===== src/rtl/core/lll_pkg.sv =====
package lll_pkg;

   localparam int N_FEATURES = 4;
   localparam int FEAT_W     = 16;
   localparam int CSR_IDX_W  = 4;
   localparam int ACC_W      = 48;
   localparam int CNT_W      = 32;
   localparam int FI_W       = $clog2(N_FEATURES);
   localparam int PAIR_W     = 2 * FEAT_W;
   localparam int DOT_W      = PAIR_W + $clog2(N_FEATURES);
   localparam int XB_SHIFT   = 8;
   localparam int XB_W       = DOT_W - XB_SHIFT;
   localparam int MUL_W      = 22;
   localparam int PROD_W     = 2 * MUL_W;
   localparam int SP_W       = 20;
   localparam int FRAC_W     = 20;
   localparam int XB_LIMIT   = 524288;

   localparam int COEF_BASE = 0;

   localparam logic signed [XB_W-1:0]  XB_HI   = XB_W'(XB_LIMIT);
   localparam logic signed [XB_W-1:0]  XB_LO   = -XB_HI;
   localparam logic signed [ACC_W-1:0] ACC_MIN = {1'b1, {(ACC_W-1){1'b0}}};

   typedef enum logic [3:0] {
      S_IDLE,
      S_MUL,
      S_DOT,
      S_RANGE,
      S_POS,
      S_RD0,
      S_RD1,
      S_RD2,
      S_INTERP,
      S_TERM,
      S_DONE
   } state_type;

   // shift-subtract divide, elaboration only
   function automatic logic [63:0] udiv(logic [63:0] num, logic [63:0] den);
      logic [63:0] quo;
      logic [63:0] rem;
      int          i;
      quo = '0;
      rem = '0;
      for (i = 63; i >= 0; i--) begin
         rem = {rem[62:0], num[i]};
         if (rem >= den) begin
            rem    = rem - den;
            quo[i] = 1'b1;
         end
      end
      return quo;
   endfunction

   // softplus at table point k: max(x,0) + ln(1+e^-|x|), unsigned Q4.16
   function automatic logic [SP_W-1:0] sp_point(int k, int entries);
      logic [63:0] xq;
      logic [63:0] a;
      logic [63:0] r;
      logic [63:0] t;
      logic [63:0] y;
      logic [63:0] z;
      logic [63:0] w;
      logic [63:0] p;
      logic [63:0] s_ln;
      logic [63:0] l;
      longint      x;
      longint      base;
      longint      s_ex;
      int          j;
      xq   = udiv(64'(k) << 20, 64'(entries));
      x    = longint'(xq) - longint'(XB_LIMIT);
      a    = (x < 0) ? 64'(-x) : 64'(x);
      base = (x > 0) ? x : 0;
      r    = a << 11;
      t    = 64'd1 << 31;
      s_ex = longint'(64'd1 << 31);
      for (j = 1; j <= 20; j++) begin
         t = udiv((t * r) >> 31, 64'(j));
         if (j[0]) begin
            s_ex = s_ex - longint'(t);
         end else begin
            s_ex = s_ex + longint'(t);
         end
      end
      y = (s_ex > 0) ? 64'(s_ex) : 64'd0;
      for (j = 0; j < 4; j++) begin
         y = (y * y + (64'd1 << 30)) >> 31;
      end
      z    = udiv(y << 31, (64'd1 << 32) + y);
      w    = (z * z) >> 31;
      p    = z;
      s_ln = '0;
      for (j = 0; j < 16; j++) begin
         s_ln = s_ln + udiv(p, 64'(2 * j + 1));
         p    = (p * w) >> 31;
      end
      l = s_ln << 1;
      return SP_W'(base + longint'((l + (64'd1 << 14)) >> 15));
   endfunction

endpackage


===== src/rtl/core/logistic_log_likelihood_accumulator.sv =====
// channel | ports                                            | direction
// req     | req_valid/req_ready, label, feat_0..3, last_row  | in
// rsp     | rsp_valid/rsp_ready, total, row_count, saturated | out
// csr     | csr_valid/csr_ready, csr_index, csr_data         | in
//
// One multiplier is reused by a sequencer: four dot-product steps, each a
// multiply then an add state, the table position, then the interpolation.
// Rows with xb outside -8.0..+8.0 skip the table and interpolation, a row
// at exactly +8.0 skips the interpolation, and a last row adds a done state
// that waits to load the result register. Reset is synchronous and clears
// coefficients, sums and the result valid flag. A stalled result holds in
// its register and does not block the next row until that row is also last.
module logistic_log_likelihood_accumulator #(
   parameter int TABLE_ENTRIES = 64
) (
   input  logic                                  clock,
   input  logic                                  reset,
   input  logic                                  req_valid,
   output logic                                  req_ready,
   input  logic                                  req_label,
   input  logic signed [lll_pkg::FEAT_W-1:0]     req_feat_0,
   input  logic signed [lll_pkg::FEAT_W-1:0]     req_feat_1,
   input  logic signed [lll_pkg::FEAT_W-1:0]     req_feat_2,
   input  logic signed [lll_pkg::FEAT_W-1:0]     req_feat_3,
   input  logic                                  req_last_row,
   output logic                                  rsp_valid,
   input  logic                                  rsp_ready,
   output logic signed [lll_pkg::ACC_W-1:0]      rsp_total,
   output logic [lll_pkg::CNT_W-1:0]             rsp_row_count,
   output logic                                  rsp_saturated,
   input  logic                                  csr_valid,
   output logic                                  csr_ready,
   input  logic [lll_pkg::CSR_IDX_W-1:0]         csr_index,
   input  logic signed [lll_pkg::FEAT_W-1:0]     csr_data
);

   localparam int ADDR_W = $clog2(TABLE_ENTRIES + 1);
   localparam int NF     = lll_pkg::N_FEATURES;
   localparam int FW     = lll_pkg::FEAT_W;
   localparam int XW     = lll_pkg::XB_W;
   localparam int MW     = lll_pkg::MUL_W;
   localparam int PW     = lll_pkg::PROD_W;
   localparam int AW     = lll_pkg::ACC_W;
   localparam int SW     = lll_pkg::SP_W;
   localparam int QW     = lll_pkg::FRAC_W;

   lll_pkg::state_type state_ff;
   lll_pkg::state_type state_in;

   logic signed [FW-1:0]             coef_ff [NF];
   logic signed [FW-1:0]             coef_in [NF];
   logic signed [FW-1:0]             feat_ff [NF];
   logic signed [FW-1:0]             feat_in [NF];
   logic                             label_ff;
   logic                             label_in;
   logic                             last_ff;
   logic                             last_in;
   logic [lll_pkg::FI_W-1:0]         cnt_ff;
   logic [lll_pkg::FI_W-1:0]         cnt_in;
   logic signed [lll_pkg::DOT_W-1:0] dot_ff;
   logic signed [lll_pkg::DOT_W-1:0] dot_in;
   logic [ADDR_W-1:0]                idx_ff;
   logic [ADDR_W-1:0]                idx_in;
   logic [QW-1:0]                    frac_ff;
   logic [QW-1:0]                    frac_in;
   logic [SW-1:0]                    t0_ff;
   logic [SW-1:0]                    t0_in;
   logic signed [XW-1:0]             sp_ff;
   logic signed [XW-1:0]             sp_in;
   logic signed [AW-1:0]             acc_ff;
   logic signed [AW-1:0]             acc_in;
   logic [lll_pkg::CNT_W-1:0]        rows_ff;
   logic [lll_pkg::CNT_W-1:0]        rows_in;
   logic                             sat_ff;
   logic                             sat_in;
   logic                             rsp_valid_ff;
   logic                             rsp_valid_in;
   logic signed [AW-1:0]             rsp_ll_ff;
   logic signed [AW-1:0]             rsp_ll_in;
   logic [lll_pkg::CNT_W-1:0]        rsp_cnt_ff;
   logic [lll_pkg::CNT_W-1:0]        rsp_cnt_in;
   logic                             rsp_sat_ff;
   logic                             rsp_sat_in;

   logic signed [MW-1:0]             mul_a;
   logic signed [MW-1:0]             mul_b;
   logic signed [PW-1:0]             prod;
   logic [ADDR_W-1:0]                rom_addr;
   logic [SW-1:0]                    rom_data;

   logic signed [XW-1:0]             xb;
   logic signed [XW-1:0]             xb_pos;
   logic                             xb_low;
   logic                             xb_high;
   logic                             idx_top;
   logic                             out_free;
   logic signed [XW:0]               term_raw;
   logic signed [XW:0]               term;
   logic signed [AW:0]               sum_wide;
   logic                             underflow;

   lll_mul u_mul (
      .clock (clock),
      .op_a  (mul_a),
      .op_b  (mul_b),
      .prod  (prod)
   );

   lll_sp_rom #(
      .TABLE_ENTRIES (TABLE_ENTRIES)
   ) u_rom (
      .clock (clock),
      .addr  (rom_addr),
      .data  (rom_data)
   );

   assign xb       = dot_ff[lll_pkg::DOT_W-1:lll_pkg::XB_SHIFT];
   assign xb_pos   = xb + lll_pkg::XB_HI;
   assign xb_low   = xb < lll_pkg::XB_LO;
   assign xb_high  = xb > lll_pkg::XB_HI;
   assign idx_top  = idx_ff == ADDR_W'(TABLE_ENTRIES);
   assign out_free = !rsp_valid_ff || rsp_ready;

   function automatic logic signed [XW:0] req_label_term();
      logic signed [XW:0] sp_w;
      sp_w = (XW+1)'(sp_ff);
      if (label_ff) begin
         return (XW+1)'(xb) - sp_w;
      end
      return -sp_w;
   endfunction

   always_comb begin
      term_raw = req_label_term();
      term     = (term_raw > 0) ? '0 : term_raw;
      sum_wide = (AW+1)'(acc_ff) + (AW+1)'(term);
      underflow = sum_wide[AW] != sum_wide[AW-1];
   end

   // next state
   always_comb begin
      state_in = state_ff;
      case (state_ff)
         lll_pkg::S_IDLE: begin
            if (req_valid) begin
               state_in = lll_pkg::S_MUL;
            end
         end
         lll_pkg::S_MUL: begin
            state_in = lll_pkg::S_DOT;
         end
         lll_pkg::S_DOT: begin
            if (cnt_ff == lll_pkg::FI_W'(NF - 1)) begin
               state_in = lll_pkg::S_RANGE;
            end else begin
               state_in = lll_pkg::S_MUL;
            end
         end
         lll_pkg::S_RANGE: begin
            if (xb_low || xb_high) begin
               state_in = lll_pkg::S_TERM;
            end else begin
               state_in = lll_pkg::S_POS;
            end
         end
         lll_pkg::S_POS: begin
            state_in = lll_pkg::S_RD0;
         end
         lll_pkg::S_RD0: begin
            state_in = lll_pkg::S_RD1;
         end
         lll_pkg::S_RD1: begin
            state_in = lll_pkg::S_RD2;
         end
         lll_pkg::S_RD2: begin
            if (idx_top) begin
               state_in = lll_pkg::S_TERM;
            end else begin
               state_in = lll_pkg::S_INTERP;
            end
         end
         lll_pkg::S_INTERP: begin
            state_in = lll_pkg::S_TERM;
         end
         lll_pkg::S_TERM: begin
            if (last_ff) begin
               state_in = lll_pkg::S_DONE;
            end else begin
               state_in = lll_pkg::S_IDLE;
            end
         end
         lll_pkg::S_DONE: begin
            if (out_free) begin
               state_in = lll_pkg::S_IDLE;
            end
         end
         default: begin
            state_in = lll_pkg::S_IDLE;
         end
      endcase
   end

   // outputs of the sequencer
   always_comb begin
      req_ready = 1'b0;
      mul_a     = '0;
      mul_b     = '0;
      rom_addr  = idx_ff;
      case (state_ff)
         lll_pkg::S_IDLE: begin
            req_ready = 1'b1;
         end
         lll_pkg::S_MUL: begin
            mul_a = MW'(feat_ff[cnt_ff]);
            mul_b = MW'(coef_ff[cnt_ff]);
         end
         lll_pkg::S_RANGE: begin
            mul_a = xb_pos[MW-1:0];
            mul_b = MW'(TABLE_ENTRIES);
         end
         lll_pkg::S_RD1: begin
            rom_addr = idx_top ? idx_ff : ADDR_W'(idx_ff + 1'b1);
         end
         lll_pkg::S_RD2: begin
            mul_a = $signed(MW'(rom_data)) - $signed(MW'(t0_ff));
            mul_b = $signed(MW'(frac_ff));
         end
         default: begin
            req_ready = 1'b0;
         end
      endcase
   end

   // datapath next values
   always_comb begin
      coef_in      = coef_ff;
      feat_in      = feat_ff;
      label_in     = label_ff;
      last_in      = last_ff;
      cnt_in       = cnt_ff;
      dot_in       = dot_ff;
      idx_in       = idx_ff;
      frac_in      = frac_ff;
      t0_in        = t0_ff;
      sp_in        = sp_ff;
      acc_in       = acc_ff;
      rows_in      = rows_ff;
      sat_in       = sat_ff;
      rsp_ll_in    = rsp_ll_ff;
      rsp_cnt_in   = rsp_cnt_ff;
      rsp_sat_in   = rsp_sat_ff;
      rsp_valid_in = rsp_valid_ff && !rsp_ready;

      if (csr_valid && csr_ready) begin
         for (int i = 0; i < NF; i++) begin
            if (csr_index == lll_pkg::CSR_IDX_W'(lll_pkg::COEF_BASE + i)) begin
               coef_in[i] = csr_data;
            end
         end
      end

      case (state_ff)
         lll_pkg::S_IDLE: begin
            feat_in[0] = req_feat_0;
            feat_in[1] = req_feat_1;
            feat_in[2] = req_feat_2;
            feat_in[3] = req_feat_3;
            label_in   = req_label;
            last_in    = req_last_row;
            cnt_in     = '0;
            dot_in     = '0;
         end
         lll_pkg::S_DOT: begin
            dot_in = dot_ff + lll_pkg::DOT_W'($signed(prod[lll_pkg::PAIR_W-1:0]));
            cnt_in = lll_pkg::FI_W'(cnt_ff + 1'b1);
         end
         lll_pkg::S_RANGE: begin
            sp_in = xb_high ? xb : '0;
         end
         lll_pkg::S_POS: begin
            idx_in  = prod[QW +: ADDR_W];
            frac_in = prod[QW-1:0];
         end
         lll_pkg::S_RD1: begin
            t0_in = rom_data;
         end
         lll_pkg::S_RD2: begin
            sp_in = XW'(t0_ff);
         end
         lll_pkg::S_INTERP: begin
            sp_in = XW'(t0_ff) + XW'($signed(prod[PW-1:QW]));
         end
         lll_pkg::S_TERM: begin
            if (underflow) begin
               acc_in = lll_pkg::ACC_MIN;
               sat_in = 1'b1;
            end else begin
               acc_in = sum_wide[AW-1:0];
            end
            if (rows_ff != '1) begin
               rows_in = rows_ff + 1'b1;
            end
         end
         lll_pkg::S_DONE: begin
            if (out_free) begin
               rsp_valid_in = 1'b1;
               rsp_ll_in    = acc_ff;
               rsp_cnt_in   = rows_ff;
               rsp_sat_in   = sat_ff;
               acc_in       = '0;
               rows_in      = '0;
               sat_in       = 1'b0;
            end
         end
         default: begin
            cnt_in = cnt_ff;
         end
      endcase
   end

   always_ff @(posedge clock) begin
      if (reset) begin
         state_ff     <= lll_pkg::S_IDLE;
         rsp_valid_ff <= 1'b0;
         cnt_ff       <= '0;
         acc_ff       <= '0;
         rows_ff      <= '0;
         sat_ff       <= 1'b0;
         for (int i = 0; i < NF; i++) begin
            coef_ff[i] <= '0;
         end
      end else begin
         state_ff     <= state_in;
         rsp_valid_ff <= rsp_valid_in;
         cnt_ff       <= cnt_in;
         acc_ff       <= acc_in;
         rows_ff      <= rows_in;
         sat_ff       <= sat_in;
         coef_ff      <= coef_in;
      end
   end

   always_ff @(posedge clock) begin
      feat_ff    <= feat_in;
      label_ff   <= label_in;
      last_ff    <= last_in;
      dot_ff     <= dot_in;
      idx_ff     <= idx_in;
      frac_ff    <= frac_in;
      t0_ff      <= t0_in;
      sp_ff      <= sp_in;
      rsp_ll_ff  <= rsp_ll_in;
      rsp_cnt_ff <= rsp_cnt_in;
      rsp_sat_ff <= rsp_sat_in;
   end

   assign csr_ready     = 1'b1;
   assign rsp_valid     = rsp_valid_ff;
   assign rsp_total     = rsp_ll_ff;
   assign rsp_row_count = rsp_cnt_ff;
   assign rsp_saturated = rsp_sat_ff;

endmodule


===== src/rtl/core/lll_mul.sv =====
module lll_mul (
   input  logic                              clock,
   input  logic signed [lll_pkg::MUL_W-1:0]  op_a,
   input  logic signed [lll_pkg::MUL_W-1:0]  op_b,
   output logic signed [lll_pkg::PROD_W-1:0] prod
);

   logic signed [lll_pkg::PROD_W-1:0] prod_ff;
   logic signed [lll_pkg::PROD_W-1:0] prod_in;

   always_comb begin
      prod_in = op_a * op_b;
   end

   always_ff @(posedge clock) begin
      prod_ff <= prod_in;
   end

   assign prod = prod_ff;

endmodule


===== src/rtl/core/lll_sp_rom.sv =====
module lll_sp_rom #(
   parameter int TABLE_ENTRIES = 64
) (
   input  logic                                    clock,
   input  logic [$clog2(TABLE_ENTRIES+1)-1:0]      addr,
   output logic [lll_pkg::SP_W-1:0]                data
);

   localparam int TBL_BITS = (TABLE_ENTRIES + 1) * lll_pkg::SP_W;

   function automatic logic [TBL_BITS-1:0] build_table();
      logic [TBL_BITS-1:0] bits;
      int                  k;
      bits = '0;
      for (k = 0; k <= TABLE_ENTRIES; k++) begin
         bits[k*lll_pkg::SP_W +: lll_pkg::SP_W] = lll_pkg::sp_point(k, TABLE_ENTRIES);
      end
      return bits;
   endfunction

   localparam logic [TBL_BITS-1:0] TABLE_BITS = build_table();

   logic [lll_pkg::SP_W-1:0] data_ff;
   logic [lll_pkg::SP_W-1:0] data_in;

   always_comb begin
      data_in = TABLE_BITS[int'(addr)*lll_pkg::SP_W +: lll_pkg::SP_W];
   end

   always_ff @(posedge clock) begin
      data_ff <= data_in;
   end

   assign data = data_ff;

endmodule


===== config.mk =====
export PLATFORM = sky130hd
export DESIGN_NAME = logistic_log_likelihood_accumulator
export DESIGN_NICKNAME = d
export VERILOG_FILES = /design/src/rtl/core/lll_pkg.sv /design/src/rtl/core/logistic_log_likelihood_accumulator.sv /design/src/rtl/core/lll_mul.sv /design/src/rtl/core/lll_sp_rom.sv
export SDC_FILE = /design/constraint.sdc
export NUM_CORES = 2
export LEC_CHECK = 0
export BUFFER_PORTS_ARGS = -buffer_cell sky130_fd_sc_hd__buf_2
export CAP_MARGIN = 10
export CORE_UTILIZATION = 45
export CTS_CLUSTER_SIZE = 16
export DETAILED_ROUTE_END_ITERATION = 10
export PLACE_DENSITY = 0.76
export SLEW_MARGIN = 5
export SYNTH_ARGS = -nofsm -noshare
export SYNTH_HDL_FRONTEND = slang
export SYNTH_SLANG_ARGS = --single-unit

===== constraint.sdc =====
create_clock -name clock -period 9.4 [get_ports clock]
set_input_delay 0.47 -clock clock [delete_from_list [all_inputs] [get_ports clock]]
set_output_delay 0.47 -clock clock [all_outputs]
set_load 0.01 [all_outputs]

; ---- Word level (Yosys, flattened, before mapping)
; Cells that the tools add are included.
[totals]
n_memories = 0
ram_bits = 0
elab_cells = 121
latch_bits = 0
romBits = 0
in_bits = 91
regBits = 470
out_inout_bits = 84
[classes]
n_lt_le_gt_ge = 4
bitwise = 1
n_eq_ne = 21
add_sub_neg = 10
div_mod_pow = 0
mul = 2
shifts = 1
muxes = 37
reduce_logical = 19
[op_table]
columns = op, n
row1 = $shiftx 1300x32->20 const A, 1
row2 = $pmux 22 s3, 2
row3 = $mux 48, 2
row4 = $pmux 48 s2, 1
row5 = $mux 27, 3
row6 = $pmux 26 s3, 1
row7 = $pmux 34 s2, 1
row8 = $bmux 16 s2, 2
row9 = $mux 16, 4
row10 = $mux 32, 2
row11 = $pmux 32 s2, 1
row12 = $add 48x27->49, 1
row13 = $mul 22x22->44, 1
row14 = $pmux 4 s11, 1
row15 = $add 34x32->34, 1
row16 = $add 32x1->32 const B, 1
row17 = $ne 32x32->1 const B, 1
row18 = $gt 27x1->1 const B, 1
row19 = $neg 26->27, 1
row20 = $sub 26x26->27, 1
row21 = $gt 26x21->1 const B, 1
row22 = $lt 26x20->1 const B, 1
row23 = $mux 26, 1
row24 = $add 21x24->25, 1
row25 = 29 further kinds, 62

; ---- Longest topological paths before layout
[depth]
word_depth = 9
mapped_depth = 39
depth_no_buf = 38

; ---- Modules after synthesis
; A second synthesis with hierarchy kept.
[hier_totals]
cells_unflattened = 4597
area_unflattened_um2 = 44257.4
[by_module_without_submodules]
columns = module, seq_area_each_um2, n_inst, cells_each, area_per_inst_um2
row1 = logistic_log_likelihood_accumulator, 10670.2, 1, 2295, 23488.8
row2 = lll_mul, 880.8, 1, 2064, 18984.5
row3 = lll_sp_rom, 400.4, 1, 238, 1784.2

; ---- Worst setup path before layout
; No wires, ideal clock.
[synth_timing]
kind = register to register
start = reg t0_ff[0]
end = reg u_mul.prod_ff, in the netlist u_mul.prod[40]
required_time_ps = 9278
n_path_buf = 2
arrival_ps = 8850
setup_slack_ps = 428
path_stages_with_launch = 36
setup_time_ps = 122
period_less_slack_ps = 8972
path_cell_list = edfxtp_1 > ha_1 > inv_1 > fa_1 > a21o_1 > a21oi_1 > o21bai_1 > a21oi_2 > o211a_1 > o211a_1 > o21ai_0 > a211oi_1 > or3_1 > buf_2 > buf_2 > nand2_1 > fa_1 > fa_1 > fa_1 > inv_1 > fa_1 > fa_1 > fa_1 > inv_1 > fa_1 > inv_1 > ha_1 > nand4_1 > nor2_1 > and3_1 > a211oi_2 > o31ai_1 > o21bai_1 > a31oi_1 > nor4b_1 > a311o_1
[synth_via]
elab_chain_len = 3
[synth_rtl]
columns = item, line_no
row1 = "start, declared", logistic_log_likelihood_accumulator.sv:66  ; logic [SW-1:0] t0_ff;
row2 = "start signal, assigned", logistic_log_likelihood_accumulator.sv:350  ; t0_ff <= t0_in;
row3 = $sub 20x20->21, logistic_log_likelihood_accumulator.sv:225  ; mul_a = $signed(MW'(rom_data)) - $signed(MW'(t0_ff));
row4 = $pmux 22 s3, logistic_log_likelihood_accumulator.sv:209  ; case (state_ff)
row5 = $mul 22x22->44, lll_mul.sv:12  ; prod_in = op_a * op_b;
row6 = net u_mul.prod_in (one bit), lll_mul.sv:9  ; logic signed [lll_pkg::PROD_W-1:0] prod_in;
row7 = "end signal, assigned", lll_mul.sv:16  ; prod_ff <= prod_in;
row8 = "end, declared", lll_mul.sv:8  ; logic signed [lll_pkg::PROD_W-1:0] prod_ff;
; The timed path passes the listed nets, and every way through them passes these cells.
; A chain may end at the register's enable or synchronous reset.

; ---- Final worst setup path
[layout_timing]
start = reg u_rom.data_ff, in the netlist u_rom.data[0]
end = reg u_mul.prod_ff, in the netlist u_mul.prod[37]
[layout_via]
elab_chain_len = 3
[layout_rtl]
columns = item, line_no
row1 = "start, declared", lll_sp_rom.sv:23  ; logic [lll_pkg::SP_W-1:0] data_ff;
row2 = "start signal, assigned", lll_sp_rom.sv:31  ; data_ff <= data_in;
row3 = $sub 20x20->21, logistic_log_likelihood_accumulator.sv:225
row4 = $pmux 22 s3, logistic_log_likelihood_accumulator.sv:209
row5 = $mul 22x22->44, lll_mul.sv:12
row6 = net u_mul.prod_in (one bit), lll_mul.sv:9
; The timed path passes the listed nets, and every way through them passes these cells.

==> results.md <==
- Total Nets Final: 5,683
- Worst setup SP type: register
- CTS Sinks: 470
- VDD IR max: 0.000131 V
- Vias/cell: about 5.7
- Total power: 5.92 mW
- Routed Antenna Nets: 0
- Sequential element share of the synthesized area: 27.2%
- IO buf count: roughly 170
- Starting Density: 45.4%
- Share of cells above drive strength 1: 10.9%
- Setup ws final: 0.389 ns
- Gate Count Post-Synth: ~4,600
- Die area: 0.0987 mm²
- Row Count: about 110
- Period utilization: 95.9%
- CTS tree: yes
- Clock Skews: 0.0375 ns
- Ys Warns: 0
- Worst Tran Pin Value: between 1 and 1.5 ns
- Clock Path Buffers: 3
- Min Tclk post-route: 9.01 ns
- # placed instances: 6,006
- Pleak: 22.1 nW
- Synth top area cells: fa_1 (23%), edfxtp_1 (17%), dfxtp_1 (9.9%), ha_1 (8.5%), inv_1 (5.5%)
- Max-Cap Viols: 0
- Drt wl/cell: 20.1 µm
- Clock Latency Late Sink: 0.61 ns
- Final hold vios: 0
- Vias in the first global route: about 35,000
- Synth Cell Area: 0.0439 mm²
- Worst rel slew slack: between 10% and 20%
- Via Count: 34,800
- Critical Path Max Stage Delay: 0.57 ns
- Gpl congestion: 0.957
- First-pass GRT wire length: 193,000 µm
- Power Dens Cells: 122 mW/mm²
- CP max stage cell: fa_1
- Syn-to-layout area delta: 10.9%
- Initial antenna violation count: 0
- Yosys top cell area share: 23.1%
- CTS H-tree depth: 2
- HP Class: input pin to register
- Asr flop ratio synth: 0%
- Filler cell count: 8,611
- CTS Buf Count: 49
- Required @ worst endpoint: 9.91 ns
- Pre-antenna DRT Iters: 7
- Yosys reg bits: 470
- Core Area: 0.0966 mm²
- Die width: 314 µm
- Drc violations: 0
- FMAX: 111 MHz
- Pre-CTS setup slack: -0.0272 ns
- Outcome: complete, no violations
- Io pins: 175
- Endpoint type of the worst setup path: register
- Top FF cell, synth: edfxtp_1
- Max Slew Vio Count: 0
- Final HPWL DP: 95,600 µm
- Critical path class: register to register
- Syn Area/Cell: 9.53 µm²
- Die height: 314 µm
- CTS root buf: clkbuf_16
- Largest net degree at the start of global routing: approximately 80
- Hold_ws: 0.0432 ns
- Clock transition at path regs: 0.06 ns
- Final setup viols: 0
- Most area-hungry cell type in the Yosys netlist: fa_1
- Total track usage: between 20% and 30%
- Most used cell, CP: fa_1
- Data arrival, critical path: about 9.5 ns
- CP max FO: 14
- Unique masters post-synth: 98
- Syn nets: 5,500
- Post-route insts no fill: roughly 6,000
- Detailed Route Iter0 Violations: 3,489
- Aggregate global routing overflow: 0
- Hold_buf cts: 0
- Number of flops mapped to enable cells by yosys: 254
- DRT Wirelength: 123,000 µm
## Yosys cell counts, types with 8 or more instances
master    instances
o21bai_1         18
nand2b_1         55
buf_2            23
ha_1            298
nand4_1          27
and4_1           10
o211ai_1         19
nand2_1         475
xor2_1           90
and3_1           29
fa_1            506
nor4_1           20
a221oi_1         10
mux4_2           29
nor3_1           53
dfxtp_1         216
nor2_1          459
o21ai_0         174
or3_1            22
a211oi_1         48
and2_1           53
xnor2_1         113
a31oi_1          34
mux2i_1          76
or2_2            10
buf_1             8
clkbuf_1        151
nor3b_1          11
nor2b_1          33
o22ai_1          16
a311oi_1          9
a21boi_0          8
inv_1           643
a21o_1           83
a21oi_1         200
o21ai_1           9
nand3_1          57
o31ai_1          13
o21a_1           30
edfxtp_1        254
a22o_1           15
a22oi_1          57
a221o_1           8
## final timing paths
kind	startpoint	endpoint	slack, ns	cells after the start
worst max-delay path	u_rom.data[0]$_DFF_P_	u_mul.prod[37]$_DFF_P_	0.39	37
worst min-delay path	req_last_row	last_ff$_DFFE_PP_	0.04	1
worst max register to register	u_rom.data[0]$_DFF_P_	u_mul.prod[37]$_DFF_P_	0.39	37
worst min register to register	u_rom.data[18]$_DFF_P_	t0_ff[18]$_DFFE_PN_	0.44	0
## area by class of cell
cell class | instances | area (µm²) | area share, %
Multi-Input combinational cell | 3301 | 29000 | 59.5
Sequential cell | 470 | 12000 | 24.6
Antenna cell | 3 | 7.51 | 0.0154
Timing Repair Buffer | 321 | 2020 | 4.14
Clock buffer | 71 | 1450 | 2.98
Clock inverter | 21 | 254 | 0.522
Tap cell | 1276 | 1600 | 3.28
Inverter | 645 | 2420 | 4.98
## layout by cell type, fill, tap and decap left out, types with 10 or more instances in the layout
master and n:
nor2b_1 33, o21bai_1 18, nand4_1 27, dfxtp_1 215, o22ai_1 16, inv_1 643, ha_1 296, nand2b_1 55
edfxtp_1 254, nor4_1 18, a21oi_1 194, fa_1 505, a31oi_1 33, mux2i_1 76, buf_4 144, o21ai_0 162
o21ai_1 17, nand2_1 474, and3_1 28, mux4_2 29, a22o_1 15, a211oi_1 48, and2_1 53, or2_2 10
nor3_1 48, o31ai_1 11, clkbuf_16 50, o211ai_1 19, or3_1 20, nand3_1 57, and4_1 10, buf_2 172
xor2_1 89, o21a_1 30, a22oi_1 57, nor2_1 456, a21o_1 83, clkbuf_8 12, xnor2_1 113
## registers in the layout (all words and copies together) (netlist names), 2 cells and up
name	count
acc_ff	48
cnt_ff	2
coef_ff	64
dot_ff	34
feat_ff	64
frac_ff	20
idx_ff	7
rows_ff	32
rsp_row_count	32
rsp_total	48
sp_ff	26
state_ff	4
t0_ff	20
u_mul.prod	44
u_rom.data	20
## per-layer routing
layer / up-vias / part of all wire [%] / global-route usage, % / wire, µm
met1: 17000 / 41 / 33.3 / 50300
li1: 15800 / - / - / -
met3: 281 / 9.5 / 4.53 / 11600
met2: 1668 / 46 / 40.7 / 56400
met4: 0 / 3.5 / 7.99 / 4350
met5: - / 0 / 0 / 0
## metrics by stage
| stage | util [%] | instance area [µm²] | setup TNS [ns] |
|---|---|---|---|
| floorplan | - | 43900 | 0 |
| CTS | 50.2 | 48400 | 0 |
| global placement | 48.4 | 46700 | 0 |
| detailed placement | 48.4 | 46700 | -0.0284 |
| global route | 50.4 | 48600 | -0.0273 |
| finish | 50.4 | 48700 | 0 |
## timing repair
item	CTS	global route
buffers inserted	0	6
endpoints found under the setup margin	3	15
cloned	0	1
gates resized for setup	2	39
pin swaps	0	19
## kinds of logic (layout without fill, tap and decap cells)
family,after synthesis,after routing,share of synthesized area (%)
xor gates and xnor gates,205,205,4.13
buffers and inverters,835,1058,7.30
AOI/OAI and AO/OA,828,828,12.4
adders and majority gates,804,804,31.6
other,1,4,0.00855
DFF,470,470,27.2
muxes,109,109,3.33
and+or+nand+nor,1353,1354,14.0
## power breakdown
group	switching (mW)	total, mW	internal [mW]
Sequential	0.117	2.42	2.30
Clock	0.846	2.02	1.17
Combinational	0.941	1.48	0.538
## worst max-delay path, delay by kind of cell (launching register included)
kind                     cells  cell delay (ns)
XOR/XNOR                     2             0.30
AND/OR/NAND/NOR              1             0.09
flip-flops                   1             0.32
adder cells (fa/ha/maj)     10             4.27
AO/OA/AOI/OAI               16             3.02
buffers and inverters        8             0.84
Power figures use the tool's default switching activity.
